<file path="src/rtl/list_merge_sorter_core_defines.svh">
// Assertion macros used by the list merge sorter core.
`ifndef LIST_MERGE_SORTER_CORE_DEFINES_SVH
`define LIST_MERGE_SORTER_CORE_DEFINES_SVH

`ifndef ASSERT_OFF

// Checked on every clock edge outside reset.
`define LMS_ASSERT(label, clk, rst_n, prop, msg) \
    label: assert property (@(posedge clk) disable iff (!(rst_n)) (prop)) else $error(msg);

// Checked on every clock edge, reset included.
`define LMS_ASSERT_ALWAYS(label, clk, prop, msg) \
    label: assert property (@(posedge clk) (prop)) else $error(msg);

`else

`define LMS_ASSERT(label, clk, rst_n, prop, msg)
`define LMS_ASSERT_ALWAYS(label, clk, prop, msg)

`endif

`endif

</file>
<file path="src/rtl/lms_pkg.sv">
// Types and constants of the list merge sorter.
package lms_pkg;

    localparam int MAX_ITEMS = 64;
    localparam int DATA_W    = 32;
    localparam int CNT_W     = $clog2(MAX_ITEMS + 1);

    typedef enum logic {
        ST_LOAD,
        ST_EMIT
    } t_state;

    // What a cell shows its neighbors.
    typedef struct packed {
        logic              keep;
        logic              occ;
        logic [DATA_W-1:0] value;
    } t_link;

    // Broadcast command to every cell.
    typedef struct packed {
        logic              insert;
        logic              shift;
        logic [DATA_W-1:0] value;
    } t_cmd;

endpackage

</file>
<file path="src/rtl/lms_cell.sv">
// One cell of the sorted insertion chain.
module lms_cell (
    input  logic          i_clk,
    input  logic          i_rst_n,
    input  lms_pkg::t_cmd  i_cmd,
    input  lms_pkg::t_link i_prev,
    input  lms_pkg::t_link i_next,
    output lms_pkg::t_link o_link
);

    logic [lms_pkg::DATA_W-1:0] r_value;
    logic                       r_occ;
    logic [lms_pkg::DATA_W-1:0] n_value;
    logic                       n_occ;
    logic                       w_keep;

    // Cell keeps its entry when it holds a value not above the new one.
    assign w_keep = r_occ && ($signed(r_value) <= $signed(i_cmd.value));

    assign o_link.keep  = w_keep;
    assign o_link.occ   = r_occ;
    assign o_link.value = r_value;

    always_comb begin
        n_value = r_value;
        n_occ   = r_occ;
        priority if (i_cmd.shift) begin
            n_value = i_next.value;
            n_occ   = i_next.occ;
        end else if (i_cmd.insert && !w_keep) begin
            if (i_prev.keep) begin
                n_value = i_cmd.value;
                n_occ   = 1'b1;
            end else begin
                n_value = i_prev.value;
                n_occ   = i_prev.occ;
            end
        end
    end

    always_ff @(posedge i_clk) begin
        r_value <= n_value;
        if (!i_rst_n) begin
            r_occ <= 1'b0;
        end else begin
            r_occ <= n_occ;
        end
    end

endmodule
</file>
<file path="config.mk">
export PLATFORM = sky130hd
export DESIGN_NAME = lms_cell
export DESIGN_NICKNAME = d
export VERILOG_FILES = /design/src/rtl/list_merge_sorter_core_defines.svh /design/src/rtl/lms_pkg.sv /design/src/rtl/lms_cell.sv
export SDC_FILE = /design/constraint.sdc
export NUM_CORES = 1
export LEC_CHECK = 0
export BUFFER_PORTS_ARGS = -buffer_cell sky130_fd_sc_hd__buf_4
export CAP_MARGIN = 20
export CORE_AREA = 2 2 87 80
export DETAILED_ROUTE_END_ITERATION = 8
export DIE_AREA = 0 0 89 82
export HOLD_SLACK_MARGIN = 0.08
export PLACE_DENSITY = 0.81
export SLEW_MARGIN = 15
export SYNTH_ARGS = -nofsm -noshare
export SYNTH_HDL_FRONTEND = slang
export SYNTH_SLANG_ARGS = --single-unit
</file>
<file path="constraint.sdc">
create_clock -name i_clk -period 2.85 [get_ports i_clk]
set_input_delay 0.4275 -clock i_clk [delete_from_list [all_inputs] [get_ports i_clk]]
set_output_delay 0.4275 -clock i_clk [all_outputs]
set_load 0.005 [all_outputs]
</file>
# Yosys cells after proc, flatten, opt, wreduce, memory -nomap -nowiden
# Cells that the tools add are included.
[classes] n_lt_le_gt_ge=1 n_mux=6 n_reduce_logical=4
[op_table] operator="32-bit two-way mux" count=3
[op_table] operator="32-bit less-or-equal comparator" count=1
[op_table] operator="1-bit two-way mux" count=3
[op_table] operator="1-bit logical AND" count=2
[op_table] operator="2-bit nonzero test" count=1
[op_table] operator="1-bit zero test" count=1
[totals] regBits=33 out_inout_bits=34 wordCells=13

# Depth between registers and ports, before layout
# Gate-level depths: netlist (run 1).
[depth] depth_word=6 ltp_mapped=9 ltp_nobuf=8

# Worst setup path before layout (run 1)
# OpenSTA, ideal clock, no wires.
[synth_timing] kind="input to register" from="input i_cmd[30] (netlist bit)" to="register r_value[0] (netlist bit) (enable)" setup_ns=0.390 arrival_ns=2.599 setup_slack_ns=-0.139 stages=7 cell_sequence="inv_1 > ha_1 > nand4_2 > or4_4 > nor3_2 > a2111o_1 > a41o_1"
[synth_via] elab_chain_cells=5
[synth_rtl] item="from (decl)" line="lms_cell.sv:5" rtl="input lms_pkg::t_cmd i_cmd,"
[synth_rtl] item="32-bit less-or-equal comparator" line="lms_cell.sv:18" rtl="assign w_keep = r_occ && ($signed(r_value) <= $signed(i_cmd.value));"
[synth_rtl] item="1-bit logical AND" line="lms_cell.sv:18"
[synth_rtl] item="1-bit zero test" line="lms_cell.sv:30" rtl="end else if (i_cmd.insert && !w_keep) begin"
[synth_rtl] item="1-bit logical AND" line="lms_cell.sv:30"
[synth_rtl] item="2-bit nonzero test (no source line)"
[synth_rtl] item="to (signal assigned)" line="lms_cell.sv:42" rtl="r_value <= n_value;"
[synth_rtl] item="to (decl)" line="lms_cell.sv:11" rtl="logic [lms_pkg::DATA_W-1:0] r_value;"
# No other way between the ends.
# A chain may end at the register's enable or synchronous reset.

==> results of run 1 <==
state kept, by name (all words and copies together) (netlist names):
name / flops
r_occ: 1
r_value: 32
cell usage after synthesis (2+ instances only):
| cell | count | area, um2 |
|---|---|---|
| a2111oi_0 | 2 | 17.5 |
| a21oi_1 | 14 | 70.1 |
| buf_2 | 2 | 10.0 |
| buf_4 | 2 | 15.0 |
| clkbuf_1 | 8 | 30.0 |
| edfxtp_1 | 32 | 961 |
| ha_1 | 32 | 400 |
| inv_1 | 36 | 135 |
| mux2i_1 | 32 | 320 |
| nand2_1 | 40 | 150 |
| nand3_1 | 4 | 20.0 |
| nand4_1 | 6 | 37.5 |
| nor2_1 | 3 | 11.3 |
| o21ai_0 | 38 | 190 |
cells by family (layout without fill, tap and decap cells):
| logic type | after synthesis | after routing |
|---|---|---|
| mux | 32 | 32 |
| compound gates | 63 | 63 |
| simple gates | 63 | 63 |
| buf+inv | 49 | 189 |
| flops | 33 | 33 |
| fa+ha+maj | 32 | 32 |
area by class of cell:
type                       count  area [um2]
clock inverter                 1        3.75
tap                           90         113
timing repair buffer         146        1110
clock buffer                   6        72.6
multi-input combinational    190        1490
sequential                    33         981
fill                         603        2540
inverter                      36         135
metrics by stage:
step / area [um2] / util, % / TNS [ns] / worst slack (ns)
2_1_floorplan: 2560 / - / 0 / 0.176
3_3_place_gp: 3660 / 56.8 / 0 / 0.0879
3_5_place_dp: 3660 / 56.8 / 0 / 0.0515
4_1_cts: 3850 / 59.7 / -0.00227 / -0.00227
5_1_grt: 3900 / 60.5 / -0.169 / -0.169
6_report: 3900 / 60.5 / -0.0530 / -0.0530
cell usage in the layout, fill, tap and decap left out, types with 3 or more instances in the layout:
master,instances
clkbuf_8,5
nand2_1,40
o21ai_0,36
o21ai_1,3
ha_1,27
inv_1,36
mux2i_1,32
nand3_1,4
nand4_1,6
ha_4,5
nor2_1,3
buf_4,145
a21oi_1,14
edfxtp_1,32
per-layer routing:
layer	track usage, %	share of wire, %	vias up
li1	-	-	1256
met2	35.1	52	75
met4	5.67	1.2	0
met1	22.1	41	1170
met3	5.63	5.9	8
met5	0	0	-
where the power goes:
group | switching (mW) | internal, mW | leakage, nW
registers | 0.0349 | 0.601 | 0.338
logic | 0.239 | 0.294 | 1.57
clock network | 0.173 | 0.165 | 0.0387
worst paths after layout:
| check | cells after the start | end | startpoint | slack [ns] |
|---|---|---|---|---|
| setup / recovery | 7 | o_link[33] | r_value[23] | -0.05 |
| hold / removal | 3 | r_occ | i_rst_n | 0.40 |
| setup reg to reg | 8 | r_value[21] | r_value[23] | 0.13 |
| hold reg to reg | 2 | r_occ | r_occ | 0.61 |
worst register-to-register path: stages, from the launching register on:
cell      delay, ns
edfxtp_1       0.43
ha_4           0.30
nand4_1        0.19
or4_4          0.56
nor3_4         0.24
buf_4          0.14
a2111o_1       0.12
a41o_2         0.23
buf_4          0.21
repair_timing:
item,CTS,global route
pin swaps,7,1
gates resized for setup,8,6
endpoints found under the setup margin,1,1
buffers inserted,6,2
==> impl_metrics.env, run 1 <==
export IMPL_max_cap_viol_count=0
export IMPL_synth_top_family_by_area="adder cells"
export IMPL_crit_buf_inv=1
export IMPL_synth_distinct_cells=35
export IMPL_drc=0
export IMPL_powerDensity_nw_per_um2=386
export IMPL_dieArea_um2=7300
export IMPL_crit_chain="ha_4 -> nand4_1 -> or4_4 -> nor3_4 -> a2111oi_4 -> o31a_1 -> buf_4"
export IMPL_start_util_pct=39.7
export IMPL_drtPass1Iterations=4
export IMPL_track_usage_pct=19.4
export IMPL_start_kind="flop"
export IMPL_insertion_delay_ns=0.29
export IMPL_setup_viol_count_final=1
export IMPL_fp_dieH_um=82
export IMPL_power_mw=1.51
export IMPL_grt_ovfl_total=0
export IMPL_synth_main_ff_cell="edfxtp_1"
export IMPL_routed_wl_um=7330
export IMPL_synth_compound_area_share_pct=13.7
export IMPL_yosysSeqAreaShare_pct=38.4
export IMPL_io_buffers=136
export IMPL_via_per_inst=5.00
export IMPL_synth_fa_ha_area_share_pct=15.7
export IMPL_synth_simple_gate_area_share_pct=12.2
export IMPL_drtIter0Drc=100
export IMPL_ir_drop_v=0.000196
export IMPL_cts_hold_buf=0
export IMPL_hold_viol_final=0
export IMPL_post_route_min_period_ns=2.90
export IMPL_syn_num_nets=408
export IMPL_drive_above_1_share_pct=40.0
export IMPL_crit_type="reg2out"
export IMPL_clkSinkCount=33
export IMPL_period_share_pct=102
export IMPL_antenna_found_initial=0
export IMPL_synth_seq_cells=33
export IMPL_dp_hpwl_um=5570
export IMPL_cts_clk_slew_worst_paths_ns=0.07
export IMPL_hp_class="in2reg"
export IMPL_fin_skew_ns=0.00549
export IMPL_synth_mux_area_share_pct=12.5
export IMPL_fin_nets=548
export IMPL_netlist_area_um2=2560
export IMPL_num_vias=2509
export IMPL_boundaryPins=138
export IMPL_routedWlPerCell_um=14.6
export IMPL_fp_row_count=28
export IMPL_grt_pass1_vias=2412
export IMPL_ys_warn_count=0
export IMPL_status="complete, but fails checks"
export IMPL_rsz0062_at_grt="yes"
export IMPL_grt_pass1_wl_um=10800
export IMPL_syn_to_final_growth_pct=52.6
export IMPL_synthArstFlopShare_pct=0
export IMPL_die_w_um=89
export IMPL_p_leak_nw=1.95
export IMPL_dp_cells=487
export IMPL_slew_viol_final=0
export IMPL_worstMarginPinSlew_ns=0.593
export IMPL_cts_buffer_depth=2
export IMPL_synth_xor_area_share_pct=0
export IMPL_cp_slowest_stage_delay_ns=0.56
export IMPL_diodes=0
export IMPL_grt_max_degree=67
export IMPL_endpoint_kind="primary output"
export IMPL_required_ns=2.42
export IMPL_cp_arrival_ns=2.48
export IMPL_cts_root_buffer="clkbuf_8"
export IMPL_synthCells=272
export IMPL_whs_ns=0.402
export IMPL_max_freq_mhz=344
export IMPL_crit_fanout=3
export IMPL_routabilityCongestion=0.869
export IMPL_syn_area_per_cell_um2=9.40
export IMPL_cts_tree="yes"
export IMPL_cts_made_buffers=5
export IMPL_slew_headroom_pct=60.4
export IMPL_synth_edff_count=32
export IMPL_worst_path_max_delay_cell="or4_4"
export IMPL_critical_path_top_delay_family="simple AND/OR/NAND/NOR gates"
export IMPL_h_tree_depth=2
export IMPL_core_area_um2=6450
export IMPL_finalNonFillerCells=502
export IMPL_fin_ws_ns=-0.0530
export IMPL_ant_nets=0
export IMPL_failed_checks="negative setup slack"
No activity file was read; power rests on OpenSTA's default activity.
==> run 2: changes to the inputs <==
Settings changed: CORE_AREA 2 2 87 80 to 2 2 70 99, DIE_AREA 0 0 89 82 to 0 0 72 101.
==> run 2 against run 1 <==
  * The flow still finishes with violations (negative setup slack)
  * Register-to-register slack better by 0.12 ns
  * Final area is 1.1% lower
  * Cell count is 3.8% lower
  * Hold slack better by 0.019 ns
  * Routed wire length is 6.8% lower
  * Sequential cell count stayed put
  * Setup slack better by 0.032 ns
  * Global-route usage is 0.42 points lower
  * Combinational power is 3% lower
  * Largest cell class unchanged
  * Largest power group unchanged
==> impl_metrics.env, run 2 (synthesis gave the netlist of run 1 again) <==
export IMPL_status="complete, but fails checks"
export IMPL_failed_checks="negative setup slack"
export IMPL_grt_pass1_vias=2487
export IMPL_cp_slowest_stage_delay_ns=0.59
export IMPL_seq_area_um2=981
export IMPL_start_kind="flop"
export IMPL_endpoint_kind="primary output"
export IMPL_die_w_um=72
export IMPL_rsz0062_at_grt="yes"
export IMPL_cts_hold_buf=0
export IMPL_seqPwrFrac_pct=41.9
export IMPL_fin_skew_ns=0.00493
export IMPL_crit_cells=7
export IMPL_top_register="r_value"
export IMPL_h_tree_depth=2
export IMPL_reg2reg_depth=8
export IMPL_routabilityCongestion=0.784
export IMPL_post_route_min_period_ns=2.87
export IMPL_power_switching_uw=427
export IMPL_boundaryPins=138
export IMPL_max_freq_mhz=348
export IMPL_hold_viol_final=0
export IMPL_cts_made_buffers=5
export IMPL_cts_buffer_depth=2
export IMPL_worst_path_max_delay_cell="or4_4"
export IMPL_layout_commonest_cell="buf_4"
export IMPL_dp_worst_setup_slack_ns=0.0265
export IMPL_powerDensity_nw_per_um2=392
export IMPL_crit_fanout=3
export IMPL_io_buffers=136
export IMPL_crit_chain="ha_4 -> nand4_1 -> or4_4 -> nor3_4 -> a2111oi_2 -> o31a_1 -> buf_4"
export IMPL_drc=0
export IMPL_period_share_pct=101
export IMPL_num_vias=2504
export IMPL_drive_above_1_share_pct=39.4
export IMPL_cts_root_buffer="clkbuf_8"
export IMPL_switching_share_pct=28.3
export IMPL_routed_wl_um=6830
export IMPL_core_area_um2=6440
export IMPL_largest_reg_flops=32
export IMPL_cts_tree="yes"
export IMPL_critical_path_top_delay_family="simple AND/OR/NAND/NOR gates"
export IMPL_crit_buf_inv=1
export IMPL_drtIter0Drc=84
export IMPL_grt_pass1_wl_um=11000
export IMPL_antenna_found_initial=0
export IMPL_hp_class="in2reg"
export IMPL_slew_headroom_pct=62.6
export IMPL_multi_input_area_um2=1470
export IMPL_setup_viol_count_final=1
export IMPL_pwr_share_comb_pct=34.1
export IMPL_dieArea_um2=7270
export IMPL_diodes=0
export IMPL_fin_ws_ns=-0.0212
export IMPL_start_util_pct=39.7
export IMPL_cts_clk_slew_worst_paths_ns=0.06
export IMPL_grt_ovfl_total=0
export IMPL_fp_dieH_um=101
export IMPL_grt_max_degree=67
export IMPL_slew_viol_final=0
export IMPL_worstMarginPinSlew_ns=0.561
export IMPL_syn_to_final_growth_pct=50.9
export IMPL_fillers=590
export IMPL_hold_path_cell_count=3
export IMPL_drtPass1Iterations=4
export IMPL_routedWlPerCell_um=14.1
export IMPL_p_int_mw=1.08
export IMPL_fp_row_count=35
export IMPL_reg_largest_list="r_value x32, r_occ x1"
export IMPL_dp_hpwl_um=5520
export IMPL_pwr_share_clk_pct=23.9
export IMPL_fin_nets=544
export IMPL_clkSinkCount=33
export IMPL_via_per_inst=5.18
export IMPL_cp_arrival_ns=2.44
export IMPL_ir_drop_v=0.000220
export IMPL_insertion_delay_ns=0.28
export IMPL_required_ns=2.42
export IMPL_crit_type="reg2out"
export IMPL_p_leak_nw=1.94
export IMPL_max_cap_viol_count=0
export IMPL_mostFrequentLayoutCells="buf_4, nand2_1, o21ai_0, inv_1"
export IMPL_track_usage_pct=19.0
export IMPL_whs_ns=0.421
export IMPL_ant_nets=0
[run 2: cell types whose count changed in the layout (fill, tap and decap cells not counted)]
| cell | before | now |
|---|---|---|
| nor4_1 | 0 | 1 |
| nor4_2 | 1 | 0 |
| clkbuf_1 | 1 | 2 |
| buf_12 | 1 | 2 |
| buf_4 | 145 | 140 |
| clkbuf_8 | 5 | 6 |
| o21ai_0 | 36 | 37 |
| a2111oi_4 | 1 | 0 |
| o21ai_1 | 3 | 2 |
| a2111oi_2 | 0 | 1 |
| clkinv_1 | 1 | 0 |
[run 2: power by group through the flow]
stage / clock network (mW) / logic, mW / registers (mW)
after CTS: 0.376 / 0.520 / 0.635
after floorplan: 0 / 0.223 / 0.643
final: 0.361 / 0.516 / 0.634
after global placement: 0 / 0.478 / 0.638
after global routing: 0.389 / 0.577 / 0.641
after detailed placement: 0 / 0.494 / 0.642
[run 2: stage by stage]
stage	TNS (ns)	utilization (%)	area (um2)	total power, mW	cells
floorplan	0	-	2560	0.866	272
global placement	0	56.9	3660	1.12	472
detailed placement	0	56.9	3660	1.14	472
CTS	-0.0191	59.9	3850	1.53	483
global route	-0.128	60.0	3860	1.61	483
finish	-0.0212	60.0	3860	1.51	483
[run 2: worst paths after layout]
kind	from	endpoint	slack, ns
setup / recovery	r_value[19]	o_link[33]	-0.02
hold / removal	i_rst_n	r_occ	0.42
setup reg to reg	r_value[1]	r_value[13]	0.25
hold reg to reg	r_occ	r_occ	0.61
[run 2: final cells by class]
cell class / count / share of cell area [%]
tap: 74 / 2.40
inverter: 36 / 3.50
clock buffer: 8 / 2.33
multi-input combinational: 190 / 38.1
timing repair buffer: 142 / 28.3
sequential: 33 / 25.4
[run 2: tightest hold or removal path: cells and delay by family]
| kind | cells | cell delay, ns |
|---|---|---|
| buffers and inverters | 1 | 0.10 |
| AOI/OAI and AO/OA | 2 | 0.12 |
[run 2: routing by layer]
metal	part of all wire [%]	global-route usage, %	vias up
li1	-	-	1251
met3	7.1	4.20	10
met4	1.7	6.68	0
met2	56	38.0	95
met1	35	18.5	1148
met5	0	0	-
[run 2: repair_timing]
action	CTS	global route
pin swaps	5	1
gates cloned	0	0
gates resized for setup	10	1
setup buffers	3	0
setup endpoints to repair	1	1
endpoints found under the hold margin	0	0
==> run 3: changes to the inputs <==
Settings changed: ABC_AREA from default to 1.
==> run 3 against run 2 <==
  * The run now ends clean
  * Hold slack lost 0.011 ns
  * First-iteration DRC count down 2.4%
  * Combinational power decreased by 7.0%
  * Non-clock buffer count down 4
  * Total power down 4.3%
  * Utilization is 2.6 points lower
  * Largest cell class unchanged
  * Sequential cell count unchanged
  * Via count grew 5.3%
==> impl_metrics.env, run 3 <==
export IMPL_status="finished, final reports clean"
export IMPL_power_mw=1.45
export IMPL_hp_class="in2reg"
export IMPL_ys_top_cells_by_count="a21oi_1, nand2_1, nor2_1"
export IMPL_grtUsageMet1_pct=22.0
export IMPL_diodes=0
export IMPL_fp_dieH_um=101
export IMPL_r2r_end="r_value[16]"
export IMPL_powerDensity_nw_per_um2=392
export IMPL_reg2reg_depth=13
export IMPL_crit_type="reg2out"
export IMPL_post_cts_setup_buffer_count=0
export IMPL_yosysTopAreaCell="edfxtp_1"
export IMPL_io_buffers=136
export IMPL_pwr_share_clk_pct=23.7
export IMPL_hold_start="i_rst_n"
export IMPL_synthArstFlopShare_pct=0
export IMPL_syn_area_per_cell_um2=7.68
export IMPL_period_share_pct=83.2
export IMPL_ant_nets=0
export IMPL_cts_root_buffer="clkbuf_8"
export IMPL_reg_largest_list="r_value x32, r_occ x1"
export IMPL_cp_startpoint="r_value[13]"
export IMPL_fin_skew_ns=0.00723
export IMPL_drtIter0Drc=82
export IMPL_layout_commonest_cell="buf_4"
export IMPL_fin_setup_tns_ns=0
export IMPL_post_route_min_period_ns=2.37
export IMPL_rrSetupSlack_ns=0.58
export IMPL_top_register="r_value"
export IMPL_cts_clk_slew_worst_paths_ns=0.07
export IMPL_largest_reg_flops=32
export IMPL_drive_above_1_share_pct=33.9
export IMPL_dp_hpwl_um=5620
export IMPL_slew_viol_final=0
export IMPL_h_tree_depth=2
export IMPL_required_ns=2.42
export IMPL_die_w_um=72
export IMPL_ir_drop_v=0.000235
export IMPL_yosys_area_top_type_share_pct=37.6
export IMPL_power_switching_uw=428
export IMPL_track_usage_pct=20.5
export IMPL_routed_wl_um=7410
export IMPL_rr_startpoint="r_value[13]"
export IMPL_synth_edff_count=32
export IMPL_cp_arrival_ns=1.94
export IMPL_synth_distinct_cells=23
export IMPL_fin_nets=598
export IMPL_p_int_mw=1.02
export IMPL_multi_input_area_um2=1340
export IMPL_mostFrequentLayoutCells="buf_4, a21oi_1, nand2_1, nor2_1, inv_1"
export IMPL_syn_num_nets=469
export IMPL_seqPwrFrac_pct=43.2
export IMPL_slew_headroom_pct=59.2
export IMPL_cts_made_buffers=5
export IMPL_pwr_share_comb_pct=33.1
export IMPL_synth_main_ff_cell="edfxtp_1"
export IMPL_synthCells=333
export IMPL_via_per_inst=4.91
export IMPL_worstMarginPinSlew_ns=0.610
export IMPL_grt_max_degree=36
export IMPL_fp_row_count=35
export IMPL_dieArea_um2=7270
export IMPL_max_freq_mhz=422
export IMPL_use_met3_pct=3.60
export IMPL_hold_path_endpoint="r_occ"
export IMPL_clkSinkCount=33
export IMPL_routedWlPerCell_um=13.8
export IMPL_core_area_um2=6440
export IMPL_num_vias=2637
export IMPL_setup_viol_count_final=0
export IMPL_synth_seq_cells=33
export IMPL_met2_usage_pct=40.0
export IMPL_switching_share_pct=29.5
export IMPL_drc=0
export IMPL_routabilityCongestion=0.760
export IMPL_cts_hold_buf=0
export IMPL_cts_tree="yes"
export IMPL_syn_to_final_growth_pct=44.5
export IMPL_top_usage_layer="met2"
export IMPL_synth_area_leaders="edfxtp_1, ha_1, a21oi_1"
export IMPL_grt_pass1_wl_um=11800
export IMPL_drtPass1Iterations=4
export IMPL_max_cap_viol_count=0
export IMPL_yosysSeqAreaShare_pct=38.4
export IMPL_endpoint_kind="primary output"
export IMPL_boundaryPins=138
export IMPL_grt_pass1_vias=2723
export IMPL_fillers=578
export IMPL_antenna_found_initial=0
export IMPL_crit_fanout=2
export IMPL_rsz0062_at_grt="no"
export IMPL_start_kind="flop"
export IMPL_whs_ns=0.410
export IMPL_start_util_pct=39.7
export IMPL_yosysMostFrequentCell="a21oi_1"
export IMPL_grt_ovfl_total=0
export IMPL_seq_area_um2=981
export IMPL_ys_warn_count=0
export IMPL_hold_viol_final=0
export IMPL_ctsResizeCount=0
export IMPL_cts_buffer_depth=2
export IMPL_insertion_delay_ns=0.28
export IMPL_hold_path_cell_count=3
export IMPL_p_leak_nw=1.91
export IMPL_netlist_area_um2=2560
-- run 3: cell type report --
class	count	share of cell area (%)
clock inverter	1	0.135
sequential	33	26.5
clock buffer	7	2.07
tap	74	2.51
timing repair buffer	138	28.0
multi-input combinational	240	36.2
inverter	44	4.54
-- run 3: kinds of logic after synthesis --
kind of cell / count (synthesis) / share of synthesized area, %
compound gates: 86 / 17.6
buf+inv: 60 / 9.35
flops: 33 / 38.4
fa+ha+maj: 32 / 15.7
simple gates: 122 / 19.0
-- run 3: worst max-delay path by stage --
stage,to,cells past startpoint
2_1_floorplan,r_value[0],12
3_3_place_gp,r_value[7],15
3_5_place_dp,r_value[7],17
4_1_cts,o_link[33],11
5_1_grt,o_link[33],13
6_report,o_link[33],12
-- run 3: layer usage --
layer / wire [um] / vias up
li1: - / 1360
met1: 2800 / 1190
met2: 4160 / 81
met3: 370 / 6
met4: 78 / 0
met5: 0 / -
-- run 3: through the flow --
stage	instances	cell area, um2	worst slack [ns]	util [%]
global route	537	3690	0.195	57.4
detailed placement	529	3610	0.410	56.1
floorplan	333	2560	0.577	-
CTS	537	3690	0.437	57.4
finish	537	3690	0.478	57.4
global placement	529	3610	0.448	56.1
-- run 3: worst max-delay path, cell delays in order (launching register included) --
cell,delay (ns)
edfxtp_1,0.40
ha_1,0.31
a21oi_1,0.16
o21ai_0,0.11
a21oi_1,0.12
nand2_1,0.08
nand2_1,0.08
nand2_1,0.05
nand2_1,0.05
nand3_1,0.06
nand2_1,0.07
inv_1,0.04
buf_4,0.12
-- run 3: power groups by stage --
stage	registers [mW]	logic (mW)	clock network, mW
detailed placement	0.636	0.483	0
global route	0.632	0.541	0.369
finish	0.625	0.480	0.343
global placement	0.632	0.467	0
floorplan	0.636	0.231	0
CTS	0.625	0.485	0.361
